File: src/rtl/mmfc_pkg.sv
// ---------------------------------------------------------------------------
// mmfc_pkg
// Shared widths, request codes and reset values for the motor frame codec.
// ---------------------------------------------------------------------------
package mmfc_pkg;

  localparam int POS_BITS_DEF   = 16;
  localparam int FIELD_BITS_DEF = 12;

  // divider geometry: 50-bit dividend, 33-bit divisor, 32-bit quotient
  localparam int DIV_NW = 50;
  localparam int DIV_DW = 33;
  localparam int DIV_QW = 32;

  localparam logic signed [31:0] KP_HIGH = 32'sd32768000;
  localparam logic signed [31:0] KD_HIGH = 32'sd327680;

  // gain divisors: 2*KP_HIGH = 500 << 17, 2*KD_HIGH = 5 << 17
  localparam logic [21:0] KP_RECIP = 22'd2147484;   // ceil(2^30 / 500)
  localparam logic [27:0] KD_RECIP = 28'd214748365; // ceil(2^30 / 5)

  localparam logic signed [31:0] POS_MIN_RST = -32'sd819200;
  localparam logic signed [31:0] POS_MAX_RST = 32'sd819200;
  localparam logic signed [31:0] VEL_MIN_RST = -32'sd1966080;
  localparam logic signed [31:0] VEL_MAX_RST = 32'sd1966080;
  localparam logic signed [31:0] TRQ_MIN_RST = -32'sd655360;
  localparam logic signed [31:0] TRQ_MAX_RST = 32'sd655360;

  typedef enum logic [1:0] {
    REQ_ENC   = 2'd0,
    REQ_DEC   = 2'd1,
    REQ_STATE = 2'd2,
    REQ_RSVD  = 2'd3
  } req_t;

  typedef enum logic [2:0] {
    REG_POS_MIN = 3'd0,
    REG_POS_MAX = 3'd1,
    REG_VEL_MIN = 3'd2,
    REG_VEL_MAX = 3'd3,
    REG_TRQ_MIN = 3'd4,
    REG_TRQ_MAX = 3'd5,
    REG_NONE6   = 3'd6,
    REG_NONE7   = 3'd7
  } reg_idx_t;

endpackage

File: src/rtl/mmfc_div.sv
// ---------------------------------------------------------------------------
// mmfc_div
// Pipelined restoring divider, one quotient bit per stage, MSB first.
// ---------------------------------------------------------------------------
module mmfc_div #(
  parameter int NW = mmfc_pkg::DIV_NW,
  parameter int DW = mmfc_pkg::DIV_DW,
  parameter int QW = mmfc_pkg::DIV_QW
) (
  input  logic          clk,
  input  logic [QW-1:0] en,
  input  logic [NW-1:0] num,
  input  logic [DW-1:0] den,
  output logic [QW-1:0] quo
);
  import mmfc_pkg::*;

  logic [NW-1:0] rem_q [QW];
  logic [DW-1:0] den_q [QW];
  logic [QW-1:0] quo_q [QW];

  for (genvar k = 0; k < QW; k++) begin : g_stage
    localparam int B = QW - 1 - k;
    logic [NW-1:0] rem_prev, sub, sh;
    logic [DW-1:0] den_prev;
    logic [QW-1:0] quo_prev, quo_new;
    logic          take;

    if (k == 0) begin : g_first
      assign rem_prev = num;
      assign den_prev = den;
      assign quo_prev = '0;
    end else begin : g_rest
      assign rem_prev = rem_q[k-1];
      assign den_prev = den_q[k-1];
      assign quo_prev = quo_q[k-1];
    end

    always_comb begin
      sh      = rem_prev >> B;
      sub     = {{(NW-DW){1'b0}}, den_prev} << B;
      take    = sh >= {{(NW-DW){1'b0}}, den_prev};
      quo_new = quo_prev;
      quo_new[B] = take;
    end

    always_ff @(posedge clk) begin
      if (en[k]) begin
        rem_q[k] <= take ? rem_prev - sub : rem_prev;
        den_q[k] <= den_prev;
        quo_q[k] <= quo_new;
      end
    end
  end

  assign quo = quo_q[QW-1];

endmodule

File: config.mk
export PLATFORM = sky130hd
export DESIGN_NAME = mmfc_div
export DESIGN_NICKNAME = d
export VERILOG_FILES = /design/src/rtl/mmfc_pkg.sv /design/src/rtl/mmfc_div.sv
export SDC_FILE = /design/constraint.sdc
export NUM_CORES = 2
export LEC_CHECK = 0
export BUFFER_PORTS_ARGS = -buffer_cell sky130_fd_sc_hd__clkbuf_2
export CORE_MARGIN = 2
export CORE_UTILIZATION = 48
export DETAILED_ROUTE_END_ITERATION = 7
export GPL_TIMING_DRIVEN = 0
export PLACE_DENSITY = 0.66
export SYNTH_ARGS = -nofsm -noshare
export SYNTH_HDL_FRONTEND = slang
export SYNTH_SLANG_ARGS = --single-unit
File: constraint.sdc
create_clock -name clk -period 6.66 [get_ports clk]
set_clock_uncertainty 0.1 [all_clocks]
set_input_delay 1.332 -clock clk [delete_from_list [all_inputs] [get_ports clk]]
set_output_delay 1.332 -clock clk [all_outputs]
set_load 0.005 [all_outputs]
==> impl_results.md <==
- Largest cells by area after synthesis: edfxtp_1 60%, ha_1 7.6%, a21oi_1 3.1%
- CP cell instances: ha_1 -> fa_1 -> nor2b_1 -> o211ai_1 -> a2111oi_1 -> o21a_1 -> o311ai_1 -> a211oi_1 -> or3b_1 -> clkbuf_1 -> buf_2 -> buf_1 -> a21oi_1
- Die width: 574.8 µm
- Hold Vio Cnt, Final: 0
- Rel. slew slack: 0.2554
- Met2 Wirelength: 174,900 µm
- Largest net degree at the start of global routing: 115
- WP data arrival: 5.79 ns
- F_max: 187.6 MHz
- Post-synth ARST share: 0
- Drt drc: 0
- Hpwl dp: 286,900 µm
- Cells after DPL: 17,540
- Clock Path Buffers: 4
- Post-Syn Instances: 13,040
- Power per cell area: 381.6 mW/mm²
- DR vias/cell: 5.550
- Total CTS buffers: 329
- Worst-Margin Slew: 1.107 ns
- Clock Latency Late Sink: 0.95 ns
- Register bit total from synthesis: 3,101
- WL per Instance: 20.83 µm
- Initial Utilization: 0.4824
- RePlAce Congestion: 0.9217
- Most frequent cell after synthesis: edfxtp_1
- CTS Hold Bufs: 0
- H-tree depth: 5
- Critical path peak fanout: 10
- Critical Path End Type: register
- Core ar.: 0.3243 mm²
- Post-CTS setup buffers: 0
- CTS tree: built
- Register Area: 0.09312 mm²
- Max-slew violations: 0
- Clock sinks: 3,101
- Antenna-violating nets left: 0
- FF-to-FF Start: den_q[1][132]
- Number of global-route vias before repair: 95,690
- Met1 wire length: 172,500 µm
- Sequential share of the synthesized area: 0.5954
- Tcrit/Tclk final: 0.8003
- CP max stage delay: 0.80 ns
- Buffers & Inverters on Critical Path: 3
- Top FF cell, synth: edfxtp_1
- Maxcap violations: 0
- Buffers on Ports: 147
- Worst path slowest cell: a2111oi_1
- Hold Crit Start: quo_q[1][300]
- EDFF count, synth: 3,101
- Initial antenna violation count: 19
- Initial drt markers: 8,669
- Synth area leader: edfxtp_1
- Area occupied by multi-input gates: 0.05758 mm²
- Die height: 574.8 µm
- GRT Total Usage: 0.2247
- First-pass GRT wire length: 574,600 µm
- Setup TNS: 0 ns
- Run status: completed
- Fillers: 27,630
- Final setup violation count: 0
- Library cells used by synthesis: 107
- Post-CTS resize count: 0
- Non-Filler Instances: 18,140
- Unrepaired setup endpoints after global routing: no
- Mean Syn Cell Area: 12.00 µm²
- Top routing layer used: met5
- Ys Warns: 0
- Die area: 0.3304 mm²
- CP delay by family, top: compound AO/OA/AOI/OAI gates
- Area Growth Syn to Fin: 11.46%
- Metal3 WL: 19,910 µm
- Total wire length: 377,800 µm
- Row Count: 209
- Global route overflow: 0
- CP required: 7.12 ns
- Final net count: 14,640
- IO Pins: 148
- Post-layout minimum cycle time: 5.330 ns
- First drt pass iteration count: 6
- Hold_ws: 0.2918 ns
- Worst Setup Start Kind: register
- Synth top cells by count: 3,101 x edfxtp_1, 1,209 x inv_1, 1,067 x nand2_1
- Synthesized area: 0.1564 mm²
- Leak Pwr: 68.59 nW
- Clock transition at path regs: 0.06 ns
- Top cell type's share of synthesized area: 0.5954
- Crit Path Category: register to register
- Crit path from: den_q[1][132]
- Syn nets: 14,140
- Via Count: 100,700
- Worst Hold Class: register to register
- Maximum VDD drop: 0.2349 mV
- Clock root cell: clkbuf_16
- Fraction of layout cells with a size suffix above 1: 0.07351
## flip-flops by register name, indices dropped and copies added, names as in the netlist
signal and cells:
rem_q 1550, quo_q 528, den_q 1023
## worst reg2reg max path: cells and delay by family, from the launching register on
family | cells | cell delay [ns]
flops | 1 | 0.44
compound gates | 6 | 2.21
simple gates | 2 | 0.34
buf+inv | 3 | 1.24
fa+ha+maj | 2 | 0.65
## routing by layer
metal / vias to the layer above / GRT usage
met5: - / 0
met4: 8 / 0.06192
met3: 563 / 0.02814
met2: 2670 / 0.3636
met1: 48300 / 0.3198
li1: 49130 / -
## final cells by class
cell class	instances	share of cell area
clock inverters	214	0.01284
inverters	1211	0.02607
repair buffers	174	0.009646
clock buffers	381	0.04920
flip-flops and latches	3101	0.5341
well taps	4325	0.03104
plain buffers	290	0.006696
diodes	7	0.0001005
multi-input cells	8437	0.3303
## where the power goes
| part | leakage, nW | switching (mW) | total [mW] | internal, mW |
|---|---|---|---|---|
| logic | 33.2 | 12.1 | 20.5 | 8.36 |
| clock network | 5.24 | 7.66 | 18.3 | 10.6 |
| registers | 30.2 | 2.17 | 27.8 | 25.6 |
## stage by stage
step	cell area [µm²]	util	power [mW]	setup WS (ns)
after floorplan	156400	-	42.12	2.533
after global placement	162600	0.5013	48.24	1.160
after detailed placement	163500	0.5042	48.26	1.204
after CTS	174300	0.5376	66.81	1.556
after global routing	174300	0.5376	70.31	1.238
final	174300	0.5376	66.52	1.330
## placed cells by master (no fill, tap or decap), types with 211 or more instances in the layout
cell type	count
o21ai_0	970
xor2_1	412
edfxtp_1	3101
nor2_1	692
clkbuf_16	336
nand2_1	1067
clkbuf_1	268
xnor2_1	489
inv_1	1209
ha_1	951
a21o_1	431
nand3_1	211
a21oi_1	981
## worst paths after layout
path | cells past startpoint | to | slack (ns)
max reg2reg | 13 | rem_q[1][282] | 1.33
min | 0 | quo_q[1][332] | 0.29
max | 13 | rem_q[1][282] | 1.33
min reg2reg | 0 | quo_q[1][332] | 0.29
## kinds of logic after synthesis
logic type / count (synthesis) / share of synthesized area
xor gates and xnor gates: 901 / 0.05045
and+or+nand+nor: 3023 / 0.09149
AOI/OAI and AO/OA: 3339 / 0.1324
adders and majority gates: 982 / 0.08004
DFF: 3101 / 0.5954
buffers and inverters: 1501 / 0.03653
muxes: 192 / 0.01370
Note: power is estimated with default switching activity, not from simulation.
